==> src/rtl/dsa_pkg.sv <==
// shared types and constants of the descriptor slot allocator
package dsa_pkg;

    // fixed field widths
    localparam int ADDR_W     = 64;
    localparam int STRIDE_W   = 13;
    localparam int STATUS_W   = 3;
    localparam int SLOT_OUT_W = 4;
    localparam int CFG_IDX_W  = 2;

    // tdata widths of both streams, padded to whole bytes
    localparam int S_DATA_W = ADDR_W;
    localparam int M_DATA_W = ((SLOT_OUT_W + 2 * ADDR_W + 7) / 8) * 8;

    // divider runs one quotient bit per step
    localparam int DIV_STEPS = ADDR_W;
    localparam int DIV_CNT_W = $clog2(DIV_STEPS);

    // configuration register indexes
    localparam logic [CFG_IDX_W-1:0] CFG_CPU_BASE = 2'd0;
    localparam logic [CFG_IDX_W-1:0] CFG_GPU_BASE = 2'd1;
    localparam logic [CFG_IDX_W-1:0] CFG_STRIDE   = 2'd2;

    // request kinds
    localparam logic ACT_ALLOC = 1'b0;
    localparam logic ACT_FREE  = 1'b1;

    // result status codes
    typedef enum logic [STATUS_W-1:0] {
        ST_ALLOC  = 3'd0,
        ST_REUSE  = 3'd1,
        ST_UNCONF = 3'd2,
        ST_FREED  = 3'd3,
        ST_BAD    = 3'd4,
        ST_STICKY = 3'd5
    } status_t;

    // commands from the sequencer to the slot pool
    typedef struct packed {
        logic clear;
        logic scan_start;
        logic release_slot;
    } pool_cmd_t;

    // status from the slot pool back to the sequencer
    typedef struct packed {
        logic done;
        logic found;
        logic sticky_valid;
    } pool_stat_t;

endpackage

==> src/rtl/dsa_divider.sv <==
// iterative restoring divider, one quotient bit per cycle
module dsa_divider (
    input  logic                          aclk,
    input  logic                          aresetn,
    input  logic                          start,
    input  logic [dsa_pkg::ADDR_W-1:0]    dividend,
    input  logic [dsa_pkg::STRIDE_W-1:0]  divisor,
    output logic                          done,
    output logic [dsa_pkg::ADDR_W-1:0]    quotient,
    output logic [dsa_pkg::STRIDE_W-1:0]  remainder
);
    import dsa_pkg::*;

    logic                  busy_reg, busy_next;
    logic                  done_reg, done_next;
    logic [DIV_CNT_W-1:0]  cnt_reg, cnt_next;
    logic [ADDR_W-1:0]     quo_reg, quo_next;
    logic [STRIDE_W-1:0]   rem_reg, rem_next;
    logic [STRIDE_W-1:0]   dvs_reg, dvs_next;
    logic [STRIDE_W:0]     partial;
    logic [STRIDE_W:0]     diff;
    logic                  ge;

    // one shift-subtract step
    assign partial = {rem_reg, quo_reg[ADDR_W-1]};
    assign ge      = partial >= {1'b0, dvs_reg};
    assign diff    = partial - {1'b0, dvs_reg};

    // step sequencing
    always_comb begin
        busy_next = busy_reg;
        done_next = 1'b0;
        cnt_next  = cnt_reg;
        quo_next  = quo_reg;
        rem_next  = rem_reg;
        dvs_next  = dvs_reg;
        if (start) begin
            busy_next = 1'b1;
            cnt_next  = '0;
            quo_next  = dividend;
            rem_next  = '0;
            dvs_next  = divisor;
        end else if (busy_reg) begin
            quo_next = {quo_reg[ADDR_W-2:0], ge};
            rem_next = ge ? diff[STRIDE_W-1:0] : partial[STRIDE_W-1:0];
            cnt_next = cnt_reg + 1'b1;
            if (cnt_reg == DIV_CNT_W'(DIV_STEPS - 1)) begin
                busy_next = 1'b0;
                done_next = 1'b1;
            end
        end
    end

    // control state
    always_ff @(posedge aclk) begin
        if (!aresetn) begin
            busy_reg <= 1'b0;
            done_reg <= 1'b0;
            cnt_reg  <= '0;
        end else begin
            busy_reg <= busy_next;
            done_reg <= done_next;
            cnt_reg  <= cnt_next;
        end
    end

    // datapath
    always_ff @(posedge aclk) begin
        quo_reg <= quo_next;
        rem_reg <= rem_next;
        dvs_reg <= dvs_next;
    end

    assign done      = done_reg;
    assign quotient  = quo_reg;
    assign remainder = rem_reg;

endmodule

==> src/rtl/dsa_slot_pool.sv <==
// used bitmap, sticky slot and lowest-free scan
module dsa_slot_pool #(
    parameter int SLOT_COUNT = 10,
    parameter int SLOT_W     = 4
) (
    input  logic                 aclk,
    input  logic                 aresetn,
    input  dsa_pkg::pool_cmd_t   cmd,
    input  logic [SLOT_W-1:0]    release_idx,
    output dsa_pkg::pool_stat_t  stat,
    output logic [SLOT_W-1:0]    chosen,
    output logic [SLOT_W-1:0]    sticky_slot
);
    import dsa_pkg::*;

    localparam logic [SLOT_W-1:0] LAST_IDX = SLOT_W'(SLOT_COUNT - 1);

    logic [SLOT_COUNT-1:0] used_reg, used_next;
    logic                  scan_reg, scan_next;
    logic [SLOT_W-1:0]     scan_idx_reg, scan_idx_next;
    logic                  done_reg, done_next;
    logic                  found_reg, found_next;
    logic [SLOT_W-1:0]     chosen_reg, chosen_next;
    logic                  sticky_valid_reg, sticky_valid_next;
    logic [SLOT_W-1:0]     sticky_reg, sticky_next;
    logic [SLOT_W-1:0]     pick;

    // scan one bitmap entry per cycle while no command is given, then claim the slot
    always_comb begin
        used_next         = used_reg;
        scan_next         = scan_reg;
        scan_idx_next     = scan_idx_reg;
        done_next         = 1'b0;
        found_next        = found_reg;
        chosen_next       = chosen_reg;
        sticky_valid_next = sticky_valid_reg;
        sticky_next       = sticky_reg;
        pick              = '0;
        if (cmd.clear) begin
            used_next         = '0;
            sticky_valid_next = 1'b0;
            sticky_next       = '0;
            scan_next         = 1'b0;
        end else if (cmd.scan_start) begin
            scan_next     = 1'b1;
            scan_idx_next = '0;
        end else if (cmd.release_slot) begin
            used_next[release_idx] = 1'b0;
        end else if (scan_reg) begin
            if (!used_reg[scan_idx_reg] || scan_idx_reg == LAST_IDX) begin
                // free entry found, or pool full: fall back to sticky or slot zero
                if (!used_reg[scan_idx_reg]) begin
                    pick       = scan_idx_reg;
                    found_next = 1'b1;
                end else begin
                    pick       = sticky_valid_reg ? sticky_reg : '0;
                    found_next = 1'b0;
                end
                used_next[pick] = 1'b1;
                chosen_next     = pick;
                if (!sticky_valid_reg) begin
                    sticky_valid_next = 1'b1;
                    sticky_next       = pick;
                end
                scan_next = 1'b0;
                done_next = 1'b1;
            end else begin
                scan_idx_next = scan_idx_reg + 1'b1;
            end
        end
    end

    // pool state
    always_ff @(posedge aclk) begin
        if (!aresetn) begin
            used_reg         <= '0;
            scan_reg         <= 1'b0;
            scan_idx_reg     <= '0;
            done_reg         <= 1'b0;
            found_reg        <= 1'b0;
            chosen_reg       <= '0;
            sticky_valid_reg <= 1'b0;
            sticky_reg       <= '0;
        end else begin
            used_reg         <= used_next;
            scan_reg         <= scan_next;
            scan_idx_reg     <= scan_idx_next;
            done_reg         <= done_next;
            found_reg        <= found_next;
            chosen_reg       <= chosen_next;
            sticky_valid_reg <= sticky_valid_next;
            sticky_reg       <= sticky_next;
        end
    end

    assign stat.done         = done_reg;
    assign stat.found        = found_reg;
    assign stat.sticky_valid = sticky_valid_reg;
    assign chosen            = chosen_reg;
    assign sticky_slot       = sticky_reg;

endmodule

==> src/rtl/descriptor_slot_allocator.sv <==
// top level: request sequencer, handle arithmetic and result register
//
//  channel  | valid/ready          | payload
//  ---------+----------------------+-----------------------------------------------
//  request  | s_tvalid / s_tready  | s_tuser: action; s_tdata: free_handle
//  result   | m_tvalid / m_tready  | m_tuser: status; m_tdata: slot, cpu, gpu handle
//  config   | cfg_valid / cfg_ready| cfg_index, cfg_data
//
//  allocate runs the bitmap scan, one entry per cycle while no config write
//  clears the pool, then a multiply state and an add state
//  free runs the 64-step divider on handle minus base, then a check state
//  an unconfigured pool or a handle that is zero or below base goes to the result state directly
//  reset clears the pool at once; a config write to index 0, 1 or 2 clears it
//  the result waits in an output register, so a stalled result does not stop
//  the next request from being taken
module descriptor_slot_allocator #(
    parameter int SLOT_COUNT = 10,
    parameter int POOL_FIRST = 0
) (
    input  logic                            aclk,
    input  logic                            aresetn,
    // request stream
    input  logic                            s_tvalid,
    output logic                            s_tready,
    input  logic [dsa_pkg::S_DATA_W-1:0]    s_tdata,   // [63:0] free_handle
    input  logic                            s_tuser,   // [0] action
    // result stream
    output logic                            m_tvalid,
    input  logic                            m_tready,
    output logic [dsa_pkg::M_DATA_W-1:0]    m_tdata,   // [3:0] slot, [67:4] cpu_handle,
                                                       // [131:68] gpu_handle, rest zero
    output logic [dsa_pkg::STATUS_W-1:0]    m_tuser,   // [2:0] status
    // configuration writes
    input  logic                            cfg_valid,
    output logic                            cfg_ready,
    input  logic [dsa_pkg::CFG_IDX_W-1:0]   cfg_index,
    input  logic [dsa_pkg::ADDR_W-1:0]      cfg_data
);
    import dsa_pkg::*;

    localparam int SLOT_W   = (SLOT_COUNT > 1) ? $clog2(SLOT_COUNT) : 1;
    localparam int POOL_END = POOL_FIRST + SLOT_COUNT;
    localparam int IDX_W    = $clog2(POOL_END + 1);
    localparam int MUL_W    = IDX_W + STRIDE_W;

    // sequencer states
    typedef enum logic [6:0] {
        S_IDLE   = 7'b0000001,
        S_SCAN   = 7'b0000010,
        S_MUL    = 7'b0000100,
        S_ADD    = 7'b0001000,
        S_DIV    = 7'b0010000,
        S_CHECK  = 7'b0100000,
        S_RESULT = 7'b1000000
    } state_t;

    state_t                state_reg, state_next;

    logic [ADDR_W-1:0]     cpu_base_reg, cpu_base_next;
    logic [ADDR_W-1:0]     gpu_base_reg, gpu_base_next;
    logic [STRIDE_W-1:0]   stride_reg, stride_next;

    logic [ADDR_W-1:0]     off_reg, off_next;
    status_t               res_status_reg, res_status_next;
    logic [SLOT_OUT_W-1:0] res_slot_reg, res_slot_next;
    logic [ADDR_W-1:0]     res_cpu_reg, res_cpu_next;
    logic [ADDR_W-1:0]     res_gpu_reg, res_gpu_next;

    logic                  m_valid_reg, m_valid_next;
    status_t               m_status_reg, m_status_next;
    logic [M_DATA_W-1:0]   m_data_reg, m_data_next;

    logic                  cfg_hit;
    logic [ADDR_W:0]       delta_wide;
    logic [IDX_W-1:0]      mul_a;
    logic [MUL_W-1:0]      mul_p;
    logic [IDX_W-1:0]      q_lo;
    logic                  q_in_pool;
    logic [SLOT_W-1:0]     free_idx;

    pool_cmd_t             pool_cmd;
    pool_stat_t            pool_stat;
    logic [SLOT_W-1:0]     pool_chosen;
    logic [SLOT_W-1:0]     pool_sticky;

    logic                  div_start;
    logic                  div_done;
    logic [ADDR_W-1:0]     div_quo;
    logic [STRIDE_W-1:0]   div_rem;

    dsa_slot_pool #(
        .SLOT_COUNT (SLOT_COUNT),
        .SLOT_W     (SLOT_W)
    ) u_pool (
        .aclk        (aclk),
        .aresetn     (aresetn),
        .cmd         (pool_cmd),
        .release_idx (free_idx),
        .stat        (pool_stat),
        .chosen      (pool_chosen),
        .sticky_slot (pool_sticky)
    );

    dsa_divider u_div (
        .aclk      (aclk),
        .aresetn   (aresetn),
        .start     (div_start),
        .dividend  (delta_wide[ADDR_W-1:0]),
        .divisor   (stride_reg),
        .done      (div_done),
        .quotient  (div_quo),
        .remainder (div_rem)
    );

    // handle offset; the borrow bit flags a handle below base
    assign delta_wide = {1'b0, s_tdata} - {1'b0, cpu_base_reg};

    // descriptor index times stride
    assign mul_a = IDX_W'(POOL_FIRST) + IDX_W'(pool_chosen);
    assign mul_p = MUL_W'(mul_a) * MUL_W'(stride_reg);

    // resolved index must lie inside the pool window
    assign q_lo      = div_quo[IDX_W-1:0];
    assign q_in_pool = (div_quo[ADDR_W-1:IDX_W] == '0)
                       && (q_lo >= IDX_W'(POOL_FIRST))
                       && (q_lo < IDX_W'(POOL_END));
    assign free_idx  = SLOT_W'(q_lo - IDX_W'(POOL_FIRST));

    // configuration writes are always taken
    assign cfg_ready = 1'b1;
    assign cfg_hit   = cfg_valid && (cfg_index == CFG_CPU_BASE
                       || cfg_index == CFG_GPU_BASE || cfg_index == CFG_STRIDE);

    always_comb begin
        cpu_base_next = cpu_base_reg;
        gpu_base_next = gpu_base_reg;
        stride_next   = stride_reg;
        if (cfg_valid) begin
            unique case (cfg_index)
                CFG_CPU_BASE: cpu_base_next = cfg_data;
                CFG_GPU_BASE: gpu_base_next = cfg_data;
                CFG_STRIDE:   stride_next   = cfg_data[STRIDE_W-1:0];
                default:      ;
            endcase
        end
    end

    // request sequencer
    always_comb begin
        state_next      = state_reg;
        off_next        = off_reg;
        res_status_next = res_status_reg;
        res_slot_next   = res_slot_reg;
        res_cpu_next    = res_cpu_reg;
        res_gpu_next    = res_gpu_reg;
        m_valid_next    = m_valid_reg;
        m_status_next   = m_status_reg;
        m_data_next     = m_data_reg;
        pool_cmd        = '{clear: cfg_hit, scan_start: 1'b0, release_slot: 1'b0};
        div_start       = 1'b0;

        // output register drains independently
        if (m_valid_reg && m_tready) begin
            m_valid_next = 1'b0;
        end

        unique case (state_reg)
            S_IDLE: begin
                if (s_tvalid) begin
                    res_slot_next = '0;
                    res_cpu_next  = '0;
                    res_gpu_next  = '0;
                    if (stride_reg == '0) begin
                        res_status_next = ST_UNCONF;
                        state_next      = S_RESULT;
                    end else if (s_tuser == ACT_ALLOC) begin
                        pool_cmd.scan_start = 1'b1;
                        state_next          = S_SCAN;
                    end else if (s_tdata == '0 || delta_wide[ADDR_W]) begin
                        res_status_next = ST_BAD;
                        state_next      = S_RESULT;
                    end else begin
                        div_start  = 1'b1;
                        state_next = S_DIV;
                    end
                end
            end
            S_SCAN: begin
                if (pool_stat.done) begin
                    state_next = S_MUL;
                end
            end
            S_MUL: begin
                off_next        = ADDR_W'(mul_p);
                res_status_next = pool_stat.found ? ST_ALLOC : ST_REUSE;
                res_slot_next   = SLOT_OUT_W'(pool_chosen);
                state_next      = S_ADD;
            end
            S_ADD: begin
                res_cpu_next = cpu_base_reg + off_reg;
                res_gpu_next = gpu_base_reg + off_reg;
                state_next   = S_RESULT;
            end
            S_DIV: begin
                if (div_done) begin
                    state_next = S_CHECK;
                end
            end
            S_CHECK: begin
                if (div_rem != '0 || !q_in_pool) begin
                    res_status_next = ST_BAD;
                end else if (pool_stat.sticky_valid && free_idx == pool_sticky) begin
                    res_status_next = ST_STICKY;
                    res_slot_next   = SLOT_OUT_W'(free_idx);
                end else begin
                    pool_cmd.release_slot = 1'b1;
                    res_status_next       = ST_FREED;
                    res_slot_next         = SLOT_OUT_W'(free_idx);
                end
                state_next = S_RESULT;
            end
            S_RESULT: begin
                if (!m_valid_reg || m_tready) begin
                    m_valid_next  = 1'b1;
                    m_status_next = res_status_reg;
                    m_data_next   = M_DATA_W'({res_gpu_reg, res_cpu_reg, res_slot_reg});
                    state_next    = S_IDLE;
                end
            end
            default: begin
                state_next = S_IDLE;
            end
        endcase
    end

    // control and configuration registers
    always_ff @(posedge aclk) begin
        if (!aresetn) begin
            state_reg    <= S_IDLE;
            m_valid_reg  <= 1'b0;
            cpu_base_reg <= '0;
            gpu_base_reg <= '0;
            stride_reg   <= '0;
        end else begin
            state_reg    <= state_next;
            m_valid_reg  <= m_valid_next;
            cpu_base_reg <= cpu_base_next;
            gpu_base_reg <= gpu_base_next;
            stride_reg   <= stride_next;
        end
    end

    // payload registers
    always_ff @(posedge aclk) begin
        off_reg        <= off_next;
        res_status_reg <= res_status_next;
        res_slot_reg   <= res_slot_next;
        res_cpu_reg    <= res_cpu_next;
        res_gpu_reg    <= res_gpu_next;
        m_status_reg   <= m_status_next;
        m_data_reg     <= m_data_next;
    end

    assign s_tready = (state_reg == S_IDLE);
    assign m_tvalid = m_valid_reg;
    assign m_tuser  = m_status_reg;
    assign m_tdata  = m_data_reg;

endmodule
==> config.mk <==
export PLATFORM = sky130hd
export DESIGN_NAME = descriptor_slot_allocator
export DESIGN_NICKNAME = d
export VERILOG_FILES = /design/src/rtl/dsa_pkg.sv /design/src/rtl/dsa_divider.sv /design/src/rtl/dsa_slot_pool.sv /design/src/rtl/descriptor_slot_allocator.sv
export SDC_FILE = /design/constraint.sdc
export NUM_CORES = 1
export LEC_CHECK = 0
export ABC_AREA = 1
export BUFFER_PORTS_ARGS = -buffer_cell sky130_fd_sc_hd__buf_2
export CAP_MARGIN = 20
export CORE_UTILIZATION = 30
export DETAILED_ROUTE_END_ITERATION = 6
export PLACE_DENSITY = 0.5
export SYNTH_ARGS = -nofsm -noshare
export SYNTH_HDL_FRONTEND = slang
export SYNTH_HIERARCHICAL = 1
export SYNTH_SLANG_ARGS = --single-unit
==> constraint.sdc <==
create_clock -name aclk -period 7.6 [get_ports aclk]
set_input_delay 1.14 -clock aclk [delete_from_list [all_inputs] [get_ports aclk]]
set_output_delay 1.14 -clock aclk [all_outputs]
set_load 0.005 [all_outputs]
## Word level (Yosys, flattened, before mapping)

Index checks and enable logic that the tools add are counted.

- Order comparisons: 8
- Add/subtract/negate cells: 6
- Mux-type cells: 70
- Reductions and logical operators: 45
- Bitwise logic cells: 10
- Multiply operators: 1
- Equality and inequality tests: 21

Operators by type and width:

| operator | number |
|---|---|
| 64-bit case mux with 2 select lines | 2 |
| 64-bit 2-to-1 mux | 3 |
| 64-bit by 17-bit adder with 64-bit output | 2 |
| 64-bit by 64-bit subtractor with 65-bit output | 1 |
| 64-bit logical NOT | 1 |
| 60-bit logical NOT | 1 |
| 4-bit 2-to-1 mux | 13 |
| 7-bit 2-to-1 mux | 7 |
| 7-bit case mux with 6 select lines | 1 |
| 10-bit 2-to-1 mux | 3 |
| 1-bit 2-to-1 mux | 29 |
| 3-bit 2-to-1 mux | 6 |
| 4-bit by 13-bit multiplier with 17-bit output | 1 |
| 4-bit AND reduction | 4 |
| 4-bit by 5-bit less-than comparator with 1-bit output, second input constant | 3 |
| 14-bit by 13-bit >= comparator with 1-bit output | 1 |
| 13-bit logical NOT | 1 |
| 13-bit 2-to-1 mux | 1 |
| 13-bit nonzero test | 1 |
| 13-bit subtractor | 1 |
| 4-bit by 1-bit >= comparator with 1-bit output, second input constant | 3 |
| 4-bit case mux with 3 select lines | 1 |
| 10-bit AND | 1 |
| 10-bit NOT | 1 |
| 35 further kinds | 73 |

- Register bits after elaboration: 560
- Output and inout bits: 142
- Word-level logic and storage cells: 187

## Logic depth before layout (Yosys ltp)

Gate-level depths: netlist of the first run.

- Depth after elaboration: 18
- Depth in mapped cells: 21
- Mapped depth without buffers: 21

## Cells and area by module

Netlist of the first run, hierarchy kept.

By module, submodules not included:

| module | times used | cells each | area each (um2) |
|---|---|---|---|
| descriptor_slot_allocator | 1 | 3096 | 25354.3 |
| dsa_divider | 1 | 596 | 5012.3 |
| dsa_slot_pool | 1 | 215 | 1480.2 |

## Least setup slack after synthesis of the first run

No wires, ideal clock.

- Path kind: input to register
- Start: input port s_tvalid
- End: register res_cpu_reg[0], enable pin
- Library setup time: 0.658 ns
- Slack: -0.451 ns
- Data arrival time: 7.393 ns
- Buffers on the path: 0
- Stages: 2
- Data required time: 6.942 ns
- Cells stage by stage: nor2_1 > a21oi_1

- Cells in the longest elaborated chain, start to end: 2

RTL lines:

| what | RTL line | RTL |
|---|---|---|
| start: declaration | descriptor_slot_allocator.sv:23 | `input logic s_tvalid,` |
| 2-bit inequality test (no line) | n/a |  |
| 2-bit AND reduction (no line) | n/a |  |
| end signal: assignment | descriptor_slot_allocator.sv:258 | `res_cpu_reg <= res_cpu_next;` |
| end: declaration | descriptor_slot_allocator.sv:66 | `logic [ADDR_W-1:0] res_cpu_reg, res_cpu_next;` |

Every way passes these cells.
A chain may end at the register's enable or synchronous reset.

## Worst setup path after layout of the first run

- Start: input port s_tdata[0] (netlist name)
- End: register u_div.quo_reg[42], in the netlist u_div/quotient[42], data pin

- Cells in the longest elaborated chain, start to end: 8
- Elaborated cells between the ends (all ways): 9
- Those cells by class: add/sub (1); mux (6); reduce/logical (2)

RTL lines:

| what | RTL line | RTL |
|---|---|---|
| start: declaration | descriptor_slot_allocator.sv:25 | `input logic [dsa_pkg::S_DATA_W-1:0] s_tdata,` |
| 64-bit by 64-bit subtractor with 65-bit output / 64-bit logical NOT (equally long branches) | descriptor_slot_allocator.sv:116, descriptor_slot_allocator.sv:179 |  |
| 1-bit logical OR * | descriptor_slot_allocator.sv:179 | `end else if (s_tdata == '0 \|\| delta_wide[ADDR_W]) begin` |
| 1-bit 2-to-1 mux * | descriptor_slot_allocator.sv:179 |  |
| 1-bit 2-to-1 mux * | descriptor_slot_allocator.sv:176 | `end else if (s_tuser == ACT_ALLOC) begin` |
| 1-bit 2-to-1 mux * | descriptor_slot_allocator.sv:173 | `if (stride_reg == '0) begin` |
| 1-bit 2-to-1 mux * | descriptor_slot_allocator.sv:169 | `if (s_tvalid) begin` |
| 1-bit 2-to-1 mux * | descriptor_slot_allocator.sv:167 | `unique case (state_reg)` |
| via div_start | descriptor_slot_allocator.sv:86 | `logic div_start;` |
| 64-bit 2-to-1 mux * | dsa_divider.sv:37 | `if (start) begin` |
| via u_div.quo_next[42] | dsa_divider.sv:17 | `logic [ADDR_W-1:0] quo_reg, quo_next;` |
| end signal: assignment | dsa_divider.sv:69 | `quo_reg <= quo_next;` |
| end: declaration | dsa_divider.sv:17 |  |

Mark *: on every way through the listed nets, which the timed path passes. The rest lies on a longest branch.

==> flow_summary.ini, run 1 <==
[run_status]
status = finished with violations
failed_checks = design-rule violations

[final_layout]
fin_nets = 4470
multi_input_area_sq_mm = 0.0146
area_growth_syn_to_layout_pct = 15.7
final_util = 0.350
largest_register_ffs = 132
register_area_sq_mm = 0.0149
fillers = 11122
drive_gt1_frac = 0.119
fin_area_sq_mm = 0.0368
antenna_cells = 0

[clock_tree]
hold_buffers = 0
cts.clk_slew.worst_paths_ns = 0.06
cts_made_buffers = 68
htreeDepth = 3
clock-sinks = 560
post_cts_buffers = 0
cts-root-buf = clkbuf_16
cts_tree = done
insertion_delay_ns = 0.64
clockBufferDepth = 3
ctsResizeCount = 0

[timing]
skew_ns = 0.0241
slew_viol_final = 0
holdWs_ns = 0.416
rsz0062_at_grt = false
max_clock_freq_mhz = 214
period_minus_slack_ns = 4.68
fin_crit_sh = 0.616
finalSetupViolations = 0
fin_ws_ns = 2.92
fin_tns_setup_ns = 0
slew_headroom = 0.310
worst_pin_slew_ns = 1.03
hold_viol_final = 0

[die]
core_sq_mm = 0.105
rows = 119
initial_core_util = 0.303
die_h_um = 328
io_pins = 278
die_x_um = 328
die_area_sq_mm = 0.107

[yosys]
ys_ff_latch = 560
avgSynthCellArea_sq_um = 8.15
synthTopCellsByCount = nand2_1 (844), inv_1 (522), nor2_1 (382)
synthesis.area_sq_mm = 0.0318
synthTopCellsByArea = edfxtp_1 (34%), dfxtp_1 (12%), nand2_1 (9.9%), inv_1 (6.2%), a21oi_1 (5.8%)
yosysTopAreaCell = edfxtp_1
synth-async-reset-ratio = 0
synth_most_common_cell = nand2_1
synth_cell_types = 68
netlist_instances = 3907
synth_top_area_frac = 0.343
synthFlopType = edfxtp_1
ys_seq_area_frac = 0.466
yosysWarnings = 6
synth_edf_count = 364

[placed_design]
place_area_sq_mm = 0.0347
place_hpwl_um = 89800
detailedPlace.worstSlack_ns = 2.28
portBuffers = 272
gp_congestion = 0.951

[grt]
grt_usage = 0.206
first_global_vias = 25832
grt_pass1_wl_um = 165000
antenna_found_initial = 6
gr-total-overflow = 0
grt_max_degree = 110

[power_and_ir_drop]
p_per_area_mw_per_mm2 = 256
ir_worst_vdd_v = 0.000186
p_leak_nw = 14.9

[critical_path]
crit_arrival_ns = 5.08
startpoint_type = input pin
path_class = input pin to flop
critPathSlowestCell = buf_4
cp_max_fo = 79
crit_required_ns = 7.99
crit_chain = buf_2 > inv_1 > ha_1 > fa_1 > inv_1 > nand2_1 > nand2_1 > nand3_1 > nand2_1 > nand2_1 > nand2_1 > nand2_1 > nand2_1 > nand2_1 > nand2_1 > nand4_1 > nor2_4 > buf_4 > clkinv_1 > buf_4 > nand2_1 > nand2_1
cpMostUsedCell = nand2_1
critPathMaxStageDelay_ns = 0.68
crit_path_end_kind = flop

[route]
antenna_left = 0
wl_um = 113000
drc = 7
routedWlPerCell_um = 20.2
routed_via_density = 4.93
first_pass_iters = 7
dr_total_vias = 27675
drt_iter0_drc = 2509

[worst_hold_path]
hp-class = flop to flop

[job]
maxCapViolations = 0
==> stage by stage <==
step,power [mW],cells
after global routing,9.90,5617
after floorplan,5.58,3910
after CTS,9.55,5617
after detailed placement,6.31,5494
final,9.44,5617
after global placement,6.32,5494
==> final timing paths <==
| path | start | end | slack (ns) | cells past startpoint |
|---|---|---|---|---|
| min | res_cpu_reg[59] | m_tdata[63] | 0.42 | 0 |
| max reg2reg | cpu_base_reg[0] | u_div/quotient[42] | 3.07 | 20 |
| min reg2reg | res_cpu_reg[59] | m_tdata[63] | 0.42 | 0 |
| max | s_tdata[0] | u_div/quotient[42] | 2.92 | 22 |
==> worst max-delay path, delay by kind of cell <==
family / cells / cell delay (ns)
adder cells (fa/ha/maj): 2 / 0.63
buffers and inverters: 6 / 1.57
AND/OR/NAND/NOR: 14 / 1.70
==> kinds of logic (layout without fill, tap and decap cells) <==
kind of cell	Yosys count	count (layout)	synth area share
other	2	5	0.000236
AO/OA/AOI/OAI	797	797	0.135
buffers and inverters	634	950	0.0770
AND/OR/NAND/NOR	1670	1670	0.229
XOR/XNOR	83	83	0.0228
adder cells (fa/ha/maj)	161	161	0.0694
flip-flops	560	560	0.466
==> layout by cell type (no fill, tap or decap), types with 10 or more instances in the layout <==
cell type and instances:
nor2_2 17, nand3_1 146, a21oi_1 367, fa_1 26, clkinv_1 16, inv_1 520, dfxtp_1 196, a21o_1 10
buf_2 271, clkbuf_1 17, a31oi_1 27, xor2_1 53, ha_1 135, nor4_1 57, clkbuf_16 69, nand2_2 25
edfxtp_1 364, o21ai_1 19, nor3_1 80, xnor2_1 30, inv_2 14, nor2_1 379, buf_4 14, o21ai_0 297
o21a_1 22, nand4_1 61, nand2_1 844, o21bai_1 11
==> metal layers <==
metal / global-route usage / vias to the layer above / share of wire
li1: - / 13639 / -
met1: 0.285 / 13061 / 0.46
met2: 0.331 / 821 / 0.45
met3: 0.0302 / 144 / 0.058
met4: 0.0590 / 10 / 0.028
met5: 0 / - / 0.00049
==> final cells by class <==
type                            instances  area share
Tap cell                             1391      0.0472
Clock buffer                           90      0.0501
Multi-Input combinational cell       2716       0.396
Inverter                              542      0.0554
Clock inverter                         33     0.00880
Sequential cell                       560       0.403
Timing Repair Buffer                  285      0.0397
==> where the power goes <==
part | internal (mW) | switching [mW] | total [mW]
registers | 4.11 | 0.297 | 4.41
logic | 0.494 | 1.34 | 1.84
clock network | 1.84 | 1.36 | 3.20
total | 6.44 | 3.00 | 9.44
Power figures use the tool's default switching activity.
==> run 2: changes to the inputs <==
Settings changed: ABC_AREA 1 to 0, PLACE_DENSITY 0.5 to 0.49.
Clock period 7.6 ns to 4.8 ns, I/O delays scaled along.
==> run 2 against run 1 <==
The flow now finishes without violations. Power up 39%. Flip-flop and latch count unchanged. Synthesized area down 4.0%. Via count down 18%. Clock power up 61%. Global-route usage down 2.7 points. Synthesized cell count down 24%. Largest power group unchanged.
==> flow_summary.ini, run 2 <==
[clock_tree]
cts_made_buffers = 68
post_cts_buffers = 0
ctsResizeCount = 0
hold_buffers = 0
cts-root-buf = clkbuf_16
clock-sinks = 560
cts_tree = done
htreeDepth = 3
clockBufferDepth = 3
insertion_delay_ns = 0.62
cts.clk_slew.worst_paths_ns = 0.06

[critical_path]
crit_required_ns = 5.17
crit_chain = nand2_1 > fa_1 > fa_1 > inv_1 > fa_1 > a21o_1 > a21oi_1 > o21bai_1 > a21oi_1 > o21bai_1 > a211o_1 > a2111oi_0 > buf_4 > o31ai_1 > a21oi_1 > xnor2_1
crit_path_end_kind = flop
cp_max_fo = 7
startpoint_type = flop
crit_arrival_ns = 4.87
critPathSlowestCell = fa_1
critPathMaxStageDelay_ns = 0.54
path_class = flop to flop

[route]
wl_um = 93800
drt_iter0_drc = 1595
first_pass_iters = 5
routed_via_density = 4.87
routedWlPerCell_um = 20.0
drc = 0
dr_total_vias = 22784
antenna_left = 0

[yosys]
synthesis.area_sq_mm = 0.0306
synthTopCellsByArea = edfxtp_1 (36%), dfxtp_1 (13%), ha_1 (5.5%), nand2_1 (5.1%), a21boi_0 (3.7%)
synth_edf_count = 364
yosysTopAreaCell = edfxtp_1
synth_top_family_by_area = simple AND/OR/NAND/NOR gates
yosysWarnings = 6
synthSimpleGateAreaFrac = 0.160
synthTopCellsByCount = nand2_1 (413), edfxtp_1 (364), nor2_1 (210)
avgSynthCellArea_sq_um = 10.2
synth_xor_area_frac = 0.0559
synth_adder_area_share = 0.0723
muxShareOfSynthArea = 0.0305
netlist_instances = 2985
synth-compound-area-share = 0.154
synthFlopType = edfxtp_1
synth_cell_types = 107
synth_most_common_cell = nand2_1
ys_ff_latch = 560
ys_seq_area_frac = 0.486
synth-async-reset-ratio = 0
synth_top_area_frac = 0.357

[placed_design]
place_hpwl_um = 72500
detailedPlace.worstSlack_ns = 0.00165
portBuffers = 272
place_area_sq_mm = 0.0337
gp_congestion = 0.880

[die]
initial_core_util = 0.304
core_sq_mm = 0.101
die_area_sq_mm = 0.103
io_pins = 278
rows = 116
die_x_um = 321
die_h_um = 321

[timing]
slew_headroom = 0.348
max_clock_freq_mhz = 222
slew_viol_final = 0
skew_ns = 0.0250
fin_tns_setup_ns = 0
hold_viol_final = 0
finalSetupViolations = 0
rsz0062_at_grt = false
worst_pin_slew_ns = 0.978
holdWs_ns = 0.373
fin_ws_ns = 0.304
fin_crit_sh = 0.937
period_minus_slack_ns = 4.50

[grt]
grt_usage = 0.178
gr-total-overflow = 0
first_global_vias = 21891
grt_max_degree = 163
grt_pass1_wl_um = 139000
antenna_found_initial = 10

[worst_hold_path]
hp-class = input pin to flop

[final_layout]
fin_area_sq_mm = 0.0360
fin_nets = 3562
final_common_cell = nand2_1
drive_gt1_frac = 0.179
mostFrequentLayoutCells = nand2_1 (412), edfxtp_1 (364), buf_2 (271), nor2_1 (210), dfxtp_1 (196)
largest_register_ffs = 132
area_growth_syn_to_layout_pct = 17.7

[run_status]
status = finished, final reports clean

[power_and_ir_drop]
p_per_area_mw_per_mm2 = 363
ir_worst_vdd_v = 0.000266
p_leak_nw = 13.1

[job]
maxCapViolations = 0
==> run 2: final timing paths <==
check / from / depth (start not counted) / endpoint / slack [ns]
setup / recovery: stride_reg[1] / 16 / off_reg[16] / 0.30
hold / removal: cfg_data[37] / 3 / gpu_base_reg[37] / 0.37
hold reg to reg: res_gpu_reg[50] / 0 / m_tdata[118] / 0.41
setup reg to reg: stride_reg[1] / 16 / off_reg[16] / 0.30
==> run 2: cell type report <==
class	instances	area [sq um]
Multi-Input combinational cell	2115	14500
Antenna cell	3	7.51
Timing Repair Buffer	349	2020
Fill cell	10142	64600
Sequential cell	560	14900
Clock inverter	39	370
Inverter	171	642
Clock buffer	87	1870
Tap cell	1357	1700
==> run 2: per-layer routing <==
metal / up-vias / share of wire / GRT usage / wire (um)
met1: 10892 / 0.50 / 0.264 / 47100
met4: 4 / 0.024 / 0.0524 / 2290
met5: - / 0.00025 / 0 / 23
met3: 105 / 0.045 / 0.0252 / 4240
li1: 11261 / - / - / -
met2: 522 / 0.43 / 0.267 / 40200
==> run 2: report_power, final <==
group | switching, mW | leakage, nW | internal (mW) | total, mW
combinational | 1.23 | 6.98 | 0.832 | 2.06
clock | 2.13 | 1.10 | 3.01 | 5.14
sequential | 0.258 | 5.04 | 5.63 | 5.89
total | 3.62 | 13.1 | 9.47 | 13.1
==> run 2: cell families after synthesis <==
logic type | count (synthesis)
buffers and inverters | 313
adders and majority gates | 161
DFF | 560
other | 2
AOI/OAI and AO/OA | 651
xor gates and xnor gates | 195
muxes | 84
and+or+nand+nor | 1019
==> run 2: through the flow <==
stage / utilization / total power [mW] / std cells
finish: 0.358 / 13.1 / 4681
global route: 0.358 / 13.7 / 4680
CTS: 0.358 / 13.2 / 4677
detailed placement: 0.335 / 8.01 / 4551
global placement: 0.335 / 8.02 / 4551
floorplan: - / 7.30 / 2988
==> run 2: critical path, delay by kind of cell (launching register included) <==
kind / cells / cell delay, ns
AOI/OAI and AO/OA: 9 / 1.88
adders and majority gates: 3 / 1.49
DFF: 1 / 0.44
buffers and inverters: 2 / 0.26
and+or+nand+nor: 1 / 0.11
xor gates and xnor gates: 1 / 0.08
